File: src/hw/rtl/sgr_pkg.sv
// ----------------------------------------------------------------------------
// sgr_pkg
// Shared widths, parameter codes, phase type and attribute types for the
// select-graphic-rendition attribute decoder.
// ----------------------------------------------------------------------------
package sgr_pkg;

   localparam int PARAM_W = 16;
   localparam int COLOR_W = 5;
   localparam int STYLE_W = 7;
   localparam int CSR_DATA_W = 32;
   localparam int CSR_ADDR_W = 3;

   // register indexes, taken from paddr[2]
   localparam logic CSR_DEFAULT_FG = 1'b0;
   localparam logic CSR_DEFAULT_BG = 1'b1;

   localparam logic [COLOR_W-1:0] RESET_DEFAULT_FG = 5'd16;
   localparam logic [COLOR_W-1:0] RESET_DEFAULT_BG = 5'd17;
   localparam logic [COLOR_W-1:0] COLOR_WHITE = 5'd7;

   // style bit positions
   localparam int BIT_BOLD      = 0;
   localparam int BIT_DIM       = 1;
   localparam int BIT_ITALIC    = 2;
   localparam int BIT_UNDERLINE = 3;
   localparam int BIT_INVERSE   = 4;
   localparam int BIT_CONCEAL   = 5;
   localparam int BIT_STRIKE    = 6;

   // parameter codes
   localparam logic [PARAM_W-1:0] CODE_RESET        = 16'd0;
   localparam logic [PARAM_W-1:0] CODE_BOLD         = 16'd1;
   localparam logic [PARAM_W-1:0] CODE_DIM          = 16'd2;
   localparam logic [PARAM_W-1:0] CODE_ITALIC       = 16'd3;
   localparam logic [PARAM_W-1:0] CODE_UNDERLINE    = 16'd4;
   localparam logic [PARAM_W-1:0] CODE_INVERSE      = 16'd7;
   localparam logic [PARAM_W-1:0] CODE_CONCEAL      = 16'd8;
   localparam logic [PARAM_W-1:0] CODE_STRIKE       = 16'd9;
   localparam logic [PARAM_W-1:0] CODE_DBL_UNDERL   = 16'd21;
   localparam logic [PARAM_W-1:0] CODE_NORMAL       = 16'd22;
   localparam logic [PARAM_W-1:0] CODE_NO_ITALIC    = 16'd23;
   localparam logic [PARAM_W-1:0] CODE_NO_UNDERLINE = 16'd24;
   localparam logic [PARAM_W-1:0] CODE_NO_INVERSE   = 16'd27;
   localparam logic [PARAM_W-1:0] CODE_NO_CONCEAL   = 16'd28;
   localparam logic [PARAM_W-1:0] CODE_NO_STRIKE    = 16'd29;
   localparam logic [PARAM_W-1:0] CODE_FG_LO        = 16'd30;
   localparam logic [PARAM_W-1:0] CODE_FG_HI        = 16'd37;
   localparam logic [PARAM_W-1:0] CODE_FG_EXT       = 16'd38;
   localparam logic [PARAM_W-1:0] CODE_FG_DEFAULT   = 16'd39;
   localparam logic [PARAM_W-1:0] CODE_BG_LO        = 16'd40;
   localparam logic [PARAM_W-1:0] CODE_BG_HI        = 16'd47;
   localparam logic [PARAM_W-1:0] CODE_BG_EXT       = 16'd48;
   localparam logic [PARAM_W-1:0] CODE_BG_DEFAULT   = 16'd49;
   localparam logic [PARAM_W-1:0] CODE_FG_BRIGHT_LO = 16'd90;
   localparam logic [PARAM_W-1:0] CODE_FG_BRIGHT_HI = 16'd97;
   localparam logic [PARAM_W-1:0] CODE_BG_BRIGHT_LO = 16'd100;
   localparam logic [PARAM_W-1:0] CODE_BG_BRIGHT_HI = 16'd107;
   localparam logic [PARAM_W-1:0] MODE_RGB          = 16'd2;
   localparam logic [PARAM_W-1:0] MODE_INDEXED      = 16'd5;
   localparam logic [PARAM_W-1:0] INDEX_MAX         = 16'd255;
   localparam logic [PARAM_W-1:0] INDEX_PALETTE_END = 16'd16;
   // bright codes map to palette 8-15
   localparam logic [PARAM_W-1:0] FG_BRIGHT_BIAS    = 16'd82;
   localparam logic [PARAM_W-1:0] BG_BRIGHT_BIAS    = 16'd92;

   typedef enum logic [2:0] {
      PH_IDLE      = 3'd0,
      PH_WANT_MODE = 3'd1,
      PH_WANT_VAL  = 3'd2,
      PH_RGB_G     = 3'd3,
      PH_RGB_B     = 3'd4
   } phase_type;

   typedef struct packed {
      logic [COLOR_W-1:0] fg;
      logic [COLOR_W-1:0] bg;
      logic [STYLE_W-1:0] style;
   } attr_type;

   typedef struct packed {
      attr_type attr;
      logic     pending;
   } result_type;

endpackage

File: src/hw/rtl/sgr_attribute_decoder.sv
// ----------------------------------------------------------------------------
// sgr_attribute_decoder
// Decodes SGR parameters, one per item, into the current colours and style.
// ----------------------------------------------------------------------------
// Each accepted item's result is registered in the output register, or in the skid entry while rsp_ stalls.
// Throughput: one item per cycle while req_stall is low; the attribute update is a
// single compare and select pass on the state registers.
// A two-entry output buffer lets input run on for one item while rsp_ stalls.
// Reset: synchronous; attributes return to default colours and no style,
// default colour registers to 16 and 17, no extended form pending.
module sgr_attribute_decoder (
   input  logic                                clock,
   input  logic                                reset,
   input  logic                                req_valid,
   output logic                                req_stall,
   input  logic [sgr_pkg::PARAM_W-1:0]         req_param_value,
   input  logic                                req_last_param,
   output logic                                rsp_valid,
   input  logic                                rsp_stall,
   output logic [sgr_pkg::COLOR_W-1:0]         rsp_fg_color,
   output logic [sgr_pkg::COLOR_W-1:0]         rsp_bg_color,
   output logic [sgr_pkg::STYLE_W-1:0]         rsp_style_bits,
   output logic                                rsp_extended_pending,
   input  logic                                csr_psel,
   input  logic                                csr_penable,
   input  logic                                csr_pwrite,
   input  logic [sgr_pkg::CSR_ADDR_W-1:0]      csr_paddr,
   input  logic [sgr_pkg::CSR_DATA_W-1:0]      csr_pwdata,
   output logic [sgr_pkg::CSR_DATA_W-1:0]      csr_prdata,
   output logic                                csr_pready
);
   import sgr_pkg::*;

   logic [COLOR_W-1:0] dflt_fg_ff, dflt_fg_in;
   logic [COLOR_W-1:0] dflt_bg_ff, dflt_bg_in;
   attr_type           attr_ff, attr_in;
   phase_type          phase_ff, phase_in;
   logic               target_bg_ff, target_bg_in;
   logic               mode_indexed_ff, mode_indexed_in;
   logic               mode_rgb_ff, mode_rgb_in;
   result_type         out_ff, out_in;
   logic               out_valid_ff, out_valid_in;
   result_type         skid_ff, skid_in;
   logic               skid_valid_ff, skid_valid_in;

   logic       csr_write;
   logic       req_take;
   logic       rsp_take;
   logic       is_ext_code;
   result_type result;

   function automatic attr_type apply_plain(
      input attr_type           a,
      input logic [PARAM_W-1:0] p,
      input logic [COLOR_W-1:0] dfg,
      input logic [COLOR_W-1:0] dbg
   );
      attr_type r;
      r = a;
      case (p)
         CODE_RESET: begin
            r.style = '0;
            r.fg    = dfg;
            r.bg    = dbg;
         end
         CODE_BOLD: r.style[BIT_BOLD] = 1'b1;
         CODE_DIM: begin
            r.style[BIT_DIM]  = 1'b1;
            r.style[BIT_BOLD] = 1'b0;
         end
         CODE_ITALIC:       r.style[BIT_ITALIC] = 1'b1;
         CODE_UNDERLINE,
         CODE_DBL_UNDERL:   r.style[BIT_UNDERLINE] = 1'b1;
         CODE_INVERSE:      r.style[BIT_INVERSE] = 1'b1;
         CODE_CONCEAL:      r.style[BIT_CONCEAL] = 1'b1;
         CODE_STRIKE:       r.style[BIT_STRIKE] = 1'b1;
         CODE_NORMAL: begin
            r.style[BIT_BOLD] = 1'b0;
            r.style[BIT_DIM]  = 1'b0;
         end
         CODE_NO_ITALIC:    r.style[BIT_ITALIC] = 1'b0;
         CODE_NO_UNDERLINE: r.style[BIT_UNDERLINE] = 1'b0;
         CODE_NO_INVERSE:   r.style[BIT_INVERSE] = 1'b0;
         CODE_NO_CONCEAL:   r.style[BIT_CONCEAL] = 1'b0;
         CODE_NO_STRIKE:    r.style[BIT_STRIKE] = 1'b0;
         CODE_FG_DEFAULT:   r.fg = dfg;
         CODE_BG_DEFAULT:   r.bg = dbg;
         default: begin
            if (p >= CODE_FG_LO && p <= CODE_FG_HI) begin
               r.fg = COLOR_W'(p - CODE_FG_LO);
            end else if (p >= CODE_BG_LO && p <= CODE_BG_HI) begin
               r.bg = COLOR_W'(p - CODE_BG_LO);
            end else if (p >= CODE_FG_BRIGHT_LO && p <= CODE_FG_BRIGHT_HI) begin
               r.fg = COLOR_W'(p - FG_BRIGHT_BIAS);
            end else if (p >= CODE_BG_BRIGHT_LO && p <= CODE_BG_BRIGHT_HI) begin
               r.bg = COLOR_W'(p - BG_BRIGHT_BIAS);
            end
         end
      endcase
      return r;
   endfunction

   // configuration port
   assign csr_pready = 1'b1;
   assign csr_write  = csr_psel && csr_penable && csr_pwrite;

   always_comb begin
      dflt_fg_in = dflt_fg_ff;
      dflt_bg_in = dflt_bg_ff;
      if (csr_write) begin
         unique case (csr_paddr[2])
            CSR_DEFAULT_FG: dflt_fg_in = csr_pwdata[COLOR_W-1:0];
            CSR_DEFAULT_BG: dflt_bg_in = csr_pwdata[COLOR_W-1:0];
            default: ;
         endcase
      end
   end

   always_comb begin
      csr_prdata = '0;
      unique case (csr_paddr[2])
         CSR_DEFAULT_FG: csr_prdata = CSR_DATA_W'(dflt_fg_ff);
         CSR_DEFAULT_BG: csr_prdata = CSR_DATA_W'(dflt_bg_ff);
         default: ;
      endcase
   end

   // handshake
   assign req_stall = skid_valid_ff;
   assign req_take  = req_valid && !skid_valid_ff;
   assign rsp_take  = out_valid_ff && !rsp_stall;

   assign is_ext_code = (req_param_value == CODE_FG_EXT) || (req_param_value == CODE_BG_EXT);

   // attribute update for one item
   always_comb begin
      attr_in         = attr_ff;
      phase_in        = PH_IDLE;
      target_bg_in    = target_bg_ff;
      mode_indexed_in = mode_indexed_ff;
      mode_rgb_in     = mode_rgb_ff;
      unique case (phase_ff)
         PH_WANT_MODE: begin
            if (req_last_param) begin
               // form cut short: the parameter counts as an ordinary code
               if (!is_ext_code) begin
                  attr_in = apply_plain(attr_ff, req_param_value, dflt_fg_ff, dflt_bg_ff);
               end
            end else begin
               mode_indexed_in = (req_param_value == MODE_INDEXED);
               mode_rgb_in     = (req_param_value == MODE_RGB);
               phase_in        = PH_WANT_VAL;
            end
         end
         PH_WANT_VAL: begin
            if (mode_indexed_ff && req_param_value <= INDEX_MAX) begin
               if (target_bg_ff) begin
                  attr_in.bg = (req_param_value < INDEX_PALETTE_END) ?
                               req_param_value[COLOR_W-1:0] : COLOR_WHITE;
               end else begin
                  attr_in.fg = (req_param_value < INDEX_PALETTE_END) ?
                               req_param_value[COLOR_W-1:0] : COLOR_WHITE;
               end
            end
            phase_in = (mode_rgb_ff && !req_last_param) ? PH_RGB_G : PH_IDLE;
         end
         PH_RGB_G: begin
            if (req_last_param) begin
               if (!is_ext_code) begin
                  attr_in = apply_plain(attr_ff, req_param_value, dflt_fg_ff, dflt_bg_ff);
               end
            end else begin
               phase_in = PH_RGB_B;
            end
         end
         PH_RGB_B: phase_in = PH_IDLE;
         default: begin
            if (is_ext_code) begin
               if (!req_last_param) begin
                  target_bg_in = (req_param_value == CODE_BG_EXT);
                  phase_in     = PH_WANT_MODE;
               end
            end else begin
               attr_in = apply_plain(attr_ff, req_param_value, dflt_fg_ff, dflt_bg_ff);
            end
         end
      endcase
      result.attr    = attr_in;
      result.pending = (phase_in != PH_IDLE);
   end

   // output register with one skid entry behind it
   always_comb begin
      out_in        = out_ff;
      out_valid_in  = out_valid_ff;
      skid_in       = skid_ff;
      skid_valid_in = skid_valid_ff;
      if (skid_valid_ff) begin
         if (rsp_take) begin
            out_in        = skid_ff;
            skid_valid_in = 1'b0;
         end
      end else if (req_take) begin
         if (!out_valid_ff || rsp_take) begin
            out_in       = result;
            out_valid_in = 1'b1;
         end else begin
            skid_in       = result;
            skid_valid_in = 1'b1;
         end
      end else if (rsp_take) begin
         out_valid_in = 1'b0;
      end
   end

   always_ff @(posedge clock) begin
      if (reset) begin
         dflt_fg_ff      <= RESET_DEFAULT_FG;
         dflt_bg_ff      <= RESET_DEFAULT_BG;
         attr_ff.fg      <= RESET_DEFAULT_FG;
         attr_ff.bg      <= RESET_DEFAULT_BG;
         attr_ff.style   <= '0;
         phase_ff        <= PH_IDLE;
         target_bg_ff    <= 1'b0;
         mode_indexed_ff <= 1'b0;
         mode_rgb_ff     <= 1'b0;
         out_valid_ff    <= 1'b0;
         skid_valid_ff   <= 1'b0;
      end else begin
         dflt_fg_ff    <= dflt_fg_in;
         dflt_bg_ff    <= dflt_bg_in;
         out_valid_ff  <= out_valid_in;
         skid_valid_ff <= skid_valid_in;
         if (req_take) begin
            attr_ff         <= attr_in;
            phase_ff        <= phase_in;
            target_bg_ff    <= target_bg_in;
            mode_indexed_ff <= mode_indexed_in;
            mode_rgb_ff     <= mode_rgb_in;
         end
      end
   end

   always_ff @(posedge clock) begin
      out_ff  <= out_in;
      skid_ff <= skid_in;
   end

   assign rsp_valid            = out_valid_ff;
   assign rsp_fg_color         = out_ff.attr.fg;
   assign rsp_bg_color         = out_ff.attr.bg;
   assign rsp_style_bits       = out_ff.attr.style;
   assign rsp_extended_pending = out_ff.pending;

endmodule

File: config.mk
export PLATFORM = sky130hd
export DESIGN_NAME = sgr_attribute_decoder
export DESIGN_NICKNAME = d
export VERILOG_FILES = /design/src/hw/rtl/sgr_pkg.sv /design/src/hw/rtl/sgr_attribute_decoder.sv
export SDC_FILE = /design/constraint.sdc
export NUM_CORES = 1
export LEC_CHECK = 0
export ABC_AREA = 1
export BUFFER_PORTS_ARGS = -buffer_cell sky130_fd_sc_hd__buf_2
export CORE_MARGIN = 10
export CORE_UTILIZATION = 59
export DETAILED_ROUTE_END_ITERATION = 16
export PLACE_DENSITY = 0.95
export SYNTH_ARGS = -nofsm -noshare
export SYNTH_HDL_FRONTEND = slang
export SYNTH_SLANG_ARGS = --single-unit
File: constraint.sdc
create_clock -name clock -period 4.3 [get_ports clock]
set_input_delay 0.86 -clock clock [delete_from_list [all_inputs] [get_ports clock]]
set_output_delay 0.86 -clock clock [all_outputs]
set_load 0.01 [all_outputs]
After elaboration in Yosys (flattened, before gate mapping)
Cells that the tools add are included.
Operators by class
  add/subtract/negate cells: 4
  order comparisons: 10
  eq/ne operators: 25
  muxes and demuxes: 42
  bitwise logic cells: 5
  reductions and logical operators: 43
Operators by type and width (number)
  16-bit by 5-bit equality test with 1-bit output (second input constant): 7
  18-bit 2-to-1 mux: 4
  16-bit by 6-bit equality test with 1-bit output (second input constant): 4
  32-bit case mux with 2 select lines: 1
  5-bit 2-to-1 mux: 10
  16-bit by 3-bit equality test with 1-bit output (second input constant): 3
  17-bit 2-to-1 mux: 2
  16-bit by 2-bit equality test with 1-bit output (second input constant): 2
  16-bit by 4-bit equality test with 1-bit output (second input constant): 2
  16-bit by 7-bit >= comparator with 1-bit output (second input constant): 2
  16-bit by 6-bit less-or-equal comparator with 1-bit output (second input constant): 2
  16-bit by 7-bit less-or-equal comparator with 1-bit output (second input constant): 2
  10-bit case mux with 3 select lines: 1
  15-bit OR reduction: 2
  2-bit OR reduction: 11
  5-bit case mux with 2 select lines: 2
  16-bit by 1-bit equality test with 1-bit output (second input constant): 1
  16-bit by 5-bit >= comparator with 1-bit output (second input constant): 1
  16-bit by 6-bit >= comparator with 1-bit output (second input constant): 1
  16-bit by 8-bit less-or-equal comparator with 1-bit output (second input constant): 1
  16-bit zero test: 1
  16-bit by 5-bit < comparator with 1-bit output (second input constant): 1
  5-bit subtractor (second input constant): 3
  1-bit case mux with 2 select lines: 7
  other kinds (22): 56
Storage, ports and cells
  bits in registers: 71
  input bits: 59
  word-level logic and storage cells: 148

Logic depth before layout (Yosys ltp)
Gate-level depths: netlist (run 1).
  depth in word-level cells: 13
  depth in mapped cells: 21
  mapped depth without buffers: 21

Least setup slack after synthesis (run 1)
No wires, ideal clock.
  path kind: input to register
  from: input req_param_value[3] in the netlist's numbering
  to: register out_ff (netlist bit rsp_bg_color[3]), data pin
  arrival time: 2598 ps
  required time: 4038 ps
  slack: 1440 ps
  cell stages on the path: 15
  path buffers: 1
  path through: clkbuf_1 inv_1 ha_1 inv_1 nor2_2 o21ai_0 nand2_1 nor2_2 nand3_2 nor2_2 nand3_1 a21oi_1 nand2_1 nand2_2 o21ai_2
RTL lines
  from (decl): line sgr_attribute_decoder.sv:16  | input logic [sgr_pkg::PARAM_W-1:0] req_param_value,
  to (signal assigned): line sgr_attribute_decoder.sv:245  | out_ff <= out_in;
  to (decl): line sgr_attribute_decoder.sv:41  | result_type out_ff, out_in;

==> results.py, run 1 <==
metrics = {
    "status": {
        "status": "finished clean",
    },
    "setup_path": {
        "critPathArrivalTime_ns": 3.19,
        "crit_type": "primary input to register",
        "r2r-start": "req_stall",
        "cp_slowest_cell": "nor2_2",
        "crit_buf_inv": 3,
        "crit_required_ns": 4.40,
        "slowest_delay_ns": 0.31,
        "path_cells": "buf_2, inv_1, ha_1, inv_1, nor2_2, nand2_1, nand2_1, nand3_2, nand2_1, nand2_1, nand2_1, nand2_1, nand3_1, nand3_1, nand2_1, nand2_1, nand3_1, nand2_1",
        "critPathTopFamily": "simple AND/OR/NAND/NOR gates",
        "critPathLaunchType": "primary input",
        "cpMostUsedCell": "nand2_1",
        "worst_setup_path_end_kind": "register",
        "critPathMaxFanout": 7,
        "cp-startpoint": "req_param_value[2]",
    },
    "global_routing": {
        "grt_start_max_net_pins": 30,
        "grt.busiest_layer": "met2",
        "grt_pass1_wl_mm": 23.01,
        "gr-usage-met3": 0.05294,
        "grt_pass1_vias": 5047,
        "grt_usage": 0.2119,
        "met2_usage": 0.3443,
        "grt_use_met1": 0.2638,
        "grt_overflow_total": 0,
        "grt_antenna_before_repair": 0,
    },
    "synthesis": {
        "avgSynthCellArea_sq_um": 6.936,
        "yosysWarnings": 0,
        "synth_seq_cells": 71,
        "syn_area_sq_um": 5258,
        "syn_inst": 758,
        "synth_cell_type_count": 52,
        "synth_edf_count": 36,
        "synth-main-ff-cell": "edfxtp_1",
        "synthArstFlopShare": 0,
        "seq_area_frac_synth": 0.3389,
    },
    "floorplanning": {
        "core_area_sq_um": 8678,
        "rows": 34,
        "die_h_microns": 114.4,
        "dieWidth_microns": 114.4,
        "start_util": 0.6058,
        "pin_count": 112,
        "die_area_sq_um": 13090,
    },
    "placement": {
        "port_buffers": 54,
        "gp_congestion": 0.9908,
        "place_area_sq_um": 5441,
        "hpwlAfterDp_mm": 10.70,
    },
    "detailed_routing": {
        "dr.pass1.iters": 6,
        "wl_per_cell_microns": 15.05,
        "ant_nets": 0,
        "viasPerCell": 5.690,
        "drcViolationCount": 0,
        "wl_mm": 13.80,
        "dr.first_iter.drc_count": 486,
        "via_count": 5218,
    },
    "finish": {
        "layout_commonest_cell": "nand2_1",
        "nFillCells": 771,
        "area_growth_pct": 7.092,
        "utilization": 0.6488,
        "layout-drive-gt1-share": 0.1718,
        "multiInputGateArea_sq_um": 2864,
        "layout_common_cells": "nand2_1, inv_1, nand3_1",
        "antenna_cells": 0,
        "layout.nets": 874,
        "fin_area_sq_um": 5630,
        "ff_latch_area_sq_um": 1782,
    },
    "sta": {
        "final-setup-viol-count": 0,
        "tns_ns": 0,
        "rsz0062_at_grt": "no",
        "slew_headroom": 0.5439,
        "min_period_ns": 3.090,
        "hold_violations": 0,
        "max_freq_ghz": 0.3236,
        "finalCritPeriodShare": 0.7186,
        "worst_pin_slew_ns": 0.6832,
        "final_max_slew_viol_count": 0,
        "fin_skew_ns": 0.009872,
    },
    "clock_tree": {
        "ctsResizeCount": 0,
        "clockBufferDepth": 2,
        "cts_tree": "done",
        "cts.sinks": 71,
        "htree_levels": 3,
        "clkTransAtPathRegs_ns": 0.08,
        "cts-hold-fix-buffers": 0,
        "numCtsBuffers": 9,
        "cts-root-buf": "clkbuf_8",
        "clock_latency_ns": 0.35,
        "cts_setup_buffers": 0,
    },
    "flow_run": {
        "drv_cap": 0,
    },
    "hold_path": {
        "min_path_type": "register to register",
        "hold_start": "dflt_fg_ff[1]",
    },
    "power_and_ir_drop": {
        "powerDensity_nw_per_um2": 292.9,
        "p_leak_uw": 0.002789,
        "vdd_drop_max_uv": 174.5,
    },
}
[logic make-up after synthesis]
| family | after synthesis | share of synthesized area |
|---|---|---|
| and+or+nand+nor | 404 | 0.3539 |
| other | 2 | 0.001428 |
| AOI/OAI and AO/OA | 124 | 0.1380 |
| buffers and inverters | 142 | 0.1349 |
| adders and majority gates | 11 | 0.02618 |
| DFF | 71 | 0.3389 |
| xor gates and xnor gates | 4 | 0.006665 |
[cells in the mapped netlist (all sizes together), types with 5 or more instances]
| cell | count | area share |
|---|---|---|
| a21oi | 41 | 0.040 |
| a31oi | 6 | 0.0071 |
| buf | 39 | 0.060 |
| clkbuf | 11 | 0.0079 |
| dfxtp | 35 | 0.13 |
| edfxtp | 36 | 0.21 |
| ha | 11 | 0.026 |
| inv | 91 | 0.066 |
| nand2 | 216 | 0.16 |
| nand3 | 82 | 0.089 |
| nand4 | 13 | 0.017 |
| nor2 | 82 | 0.069 |
| nor3 | 6 | 0.0088 |
| o211ai | 11 | 0.017 |
| o21ai | 49 | 0.048 |
| o22ai | 5 | 0.0059 |
[where the power goes]
group          internal (uW)  switching, uW  total (uW)
Combinational            104            228         332
Sequential               768           27.1         795
Clock                    267            256         523
[per-stage QoR]
stage               hold slack [ns]  setup slack [ns]  power [uW]  instances
floorplan                    0.4390             1.440        1053        784
global placement             0.4855            0.9570        1122        901
finish                       0.4928             1.210        1649        917
detailed placement           0.4825            0.8992        1133        901
CTS                          0.4927             1.280        1649        917
global route                 0.5282             1.041        1721        917
[flip-flops by register name, indices dropped and copies added, names as in the netlist, 3 cells and up]
| signal | flops |
|---|---|
| attr_ff | 17 |
| rsp_style_bits | 7 |
| dflt_bg_ff | 5 |
| phase_ff | 3 |
| skid_ff | 18 |
| dflt_fg_ff | 5 |
| rsp_fg_color | 5 |
| rsp_bg_color | 5 |
[worst reg2reg max path: cells and delay by family (launching register included)]
| kind | cells | cell delay, ns |
|---|---|---|
| AO/OA/AOI/OAI | 2 | 0.52 |
| AND/OR/NAND/NOR | 1 | 0.17 |
| flip-flops | 1 | 0.54 |
| buffers and inverters | 3 | 1.34 |
[layout make-up]
type / count / share of cell area
clock buffers: 10 / 0.02267
clock inverters: 6 / 0.01089
inverters: 92 / 0.06267
multi-input cells: 571 / 0.5087
flip-flops and latches: 71 / 0.3164
well taps: 108 / 0.02400
repair buffers: 59 / 0.05467
[path summary, 6_finish.rpt]
| check | to | slack [ns] | cells after the start |
|---|---|---|---|
| min | dflt_fg_ff[1] | 0.49 | 2 |
| min reg2reg | dflt_fg_ff[1] | 0.49 | 2 |
| max | rsp_bg_color[4] | 1.21 | 18 |
| max reg2reg | rsp_fg_color[2] | 1.42 | 6 |
[metal layers]
metal | share of wire | vias to the layer above
li1 | - | 2535
met3 | 0.098 | 41
met5 | 0 | -
met1 | 0.41 | 2362
met2 | 0.46 | 280
met4 | 0.027 | 0
Note: power is estimated with default switching activity, not from simulation.
==> inputs of run 2 (changes only) <==
CORE_UTILIZATION = 50   (was 59)
PLACE_DENSITY = 0.87   (was 0.95)
clock period = 2.7 ns   (was 4.3 ns; I/O delays follow)
==> run 2 against run 1 <==
Compared with the run above:
- clock power grew 110%
- hold slack worse by 0.075 ns
- flip-flop and latch count is the same
- register-to-register slack lost 1.1 ns
- count of clock-buffer cells in the layout shrank 1
- critical path depth is 1 lower
- global-route usage down 1.6 points
- first-iteration DRC count decreased by 8.8%
- largest power group unchanged
==> results.py, run 2 (synthesis results as in run 1) <==
metrics = {
    "sta": {
        "rsz0062_at_grt": "no",
        "worst_pin_slew_ns": 0.5233,
        "fin_skew_ns": 0.01116,
        "final_max_slew_viol_count": 0,
        "slew_headroom": 0.6507,
        "finalCritPeriodShare": 0.9154,
        "max_freq_ghz": 0.4046,
        "min_period_ns": 2.472,
        "final-setup-viol-count": 0,
        "hold_violations": 0,
    },
    "finish": {
        "layout_common_cells": "nand2_1, inv_1, nand3_1",
        "fin_area_sq_um": 6071,
        "largest-register": "skid_ff",
        "layout_commonest_cell": "nand2_1",
        "antenna_cells": 0,
        "largest_reg_flops": 18,
        "nFillCells": 979,
        "layout-drive-gt1-share": 0.2150,
        "multiInputGateArea_sq_um": 2867,
        "area_growth_pct": 15.47,
        "ff_latch_area_sq_um": 1782,
        "layout.nets": 916,
    },
    "global_routing": {
        "grt_start_max_net_pins": 30,
        "grt_usage": 0.1958,
        "grt_antenna_before_repair": 0,
        "grt_pass1_wl_mm": 24.08,
        "grt_overflow_total": 0,
        "grt_pass1_vias": 5044,
    },
    "floorplanning": {
        "rows": 37,
        "start_util": 0.5116,
        "die_area_sq_um": 15020,
        "dieWidth_microns": 122.5,
        "pin_count": 112,
        "die_h_microns": 122.5,
        "core_area_sq_um": 10280,
    },
    "clock_tree": {
        "cts.sinks": 71,
        "clockBufferDepth": 2,
        "numCtsBuffers": 9,
        "cts_tree": "done",
        "clkTransAtPathRegs_ns": 0.08,
        "htree_levels": 3,
        "clock_latency_ns": 0.36,
        "cts-root-buf": "clkbuf_8",
        "cts-hold-fix-buffers": 0,
    },
    "setup_path": {
        "worst_setup_path_end_kind": "register",
        "slowest_delay_ns": 0.22,
        "critPathArrivalTime_ns": 2.58,
        "critPathMaxFanout": 7,
        "critPathTopFamily": "simple AND/OR/NAND/NOR gates",
        "cp_slowest_cell": "ha_1",
        "path_cells": "buf_2, inv_1, ha_1, inv_1, nor2_2, o211ai_1, nand2_1, nor2_1, nand3_2, nor2_4, nand3_1, nand3_1, nand2_1, nand2_2, nand2_2, nand2_1, nand2_1",
        "crit_type": "primary input to register",
        "crit_buf_inv": 3,
        "crit_required_ns": 2.81,
        "cpMostUsedCell": "nand2_1",
        "critPathLaunchType": "primary input",
    },
    "detailed_routing": {
        "viasPerCell": 5.433,
        "wl_met3_mm": 1.454,
        "ant_nets": 0,
        "drt-met1-wl_mm": 6.185,
        "wl_per_cell_microns": 14.81,
        "dr.first_iter.drc_count": 443,
        "drcViolationCount": 0,
        "dr.pass1.iters": 5,
        "met2_length_mm": 6.710,
        "wl_mm": 14.62,
        "via_count": 5362,
        "routed.top_layer": "met4",
    },
    "status": {
        "status": "finished clean",
    },
    "power_and_ir_drop": {
        "vdd_drop_max_uv": 316.4,
        "power_uw": 2907,
        "p_leak_uw": 0.003027,
        "powerDensity_nw_per_um2": 478.9,
    },
    "placement": {
        "gp_congestion": 0.9820,
        "port_buffers": 54,
        "place_area_sq_um": 5817,
        "hpwlAfterDp_mm": 11.41,
    },
    "flow_run": {
        "drv_cap": 0,
    },
    "hold_path": {
        "min_path_type": "primary input to register",
    },
}
## run 2: worst paths after layout
kind | startpoint | endpoint | slack (ns) | cells after the start
worst max-delay path | req_param_value[3] | rsp_bg_color[2] | 0.23 | 17
worst min-delay path | csr_pwdata[4] | dflt_bg_ff[4] | 0.42 | 3
worst max register to register | phase_ff[0] | rsp_bg_color[3] | 0.36 | 11
worst min register to register | dflt_fg_ff[3] | dflt_fg_ff[3] | 0.50 | 2
## run 2: where the power goes
group	switching, uW	internal, uW
logic	379	189
registers	40.2	1220
clock network	448	628
total	867	2040
## run 2: what timing repair did
action	CTS	global route
setup buffers	0	0
setup endpoints to repair	0	2
gates resized for setup	0	1
## run 2: metal layers
| layer | global-route usage | vias to the layer above |
|---|---|---|
| met1 | 0.2548 | 2414 |
| met2 | 0.3193 | 295 |
| met5 | 0 | - |
| met3 | 0.04821 | 29 |
| li1 | - | 2624 |
| met4 | 0.04860 | 0 |
## run 2: worst register-to-register path, cell delays in order (launching register included)
cell and delay (ns):
dfxtp_1 0.38, inv_1 0.09, nor2_1 0.23, inv_1 0.22
nand2_1 0.41, nand3_1 0.15, a31oi_1 0.22, nor2_1 0.06
a21oi_1 0.11, nand2_1 0.07, nand2_2 0.10, o21ai_2 0.06
## run 2: final cells by class
cell class              instances  share of cell area
inverters                      92             0.05812
clock inverters                 7             0.02102
well taps                     136             0.02803
flip-flops and latches         71              0.2935
clock buffers                   9             0.02040
repair buffers                101              0.1068
multi-input cells             571              0.4722
## run 2: metrics by stage
| stage | hold WS [ns] | instances | setup TNS (ns) | worst slack (ns) | utilization |
|---|---|---|---|---|---|
| after floorplan | 0.4390 | 784 | 0 | 0.1598 | - |
| after global placement | 0.4829 | 971 | -0.06163 | -0.02759 | 0.5660 |
| after detailed placement | 0.4884 | 971 | -0.1918 | -0.05774 | 0.5660 |
| after CTS | 0.4108 | 987 | 0 | 0.3121 | 0.5905 |
| after global routing | 0.4296 | 987 | 0 | 0.03174 | 0.5907 |
| final | 0.4174 | 987 | 0 | 0.2285 | 0.5907 |
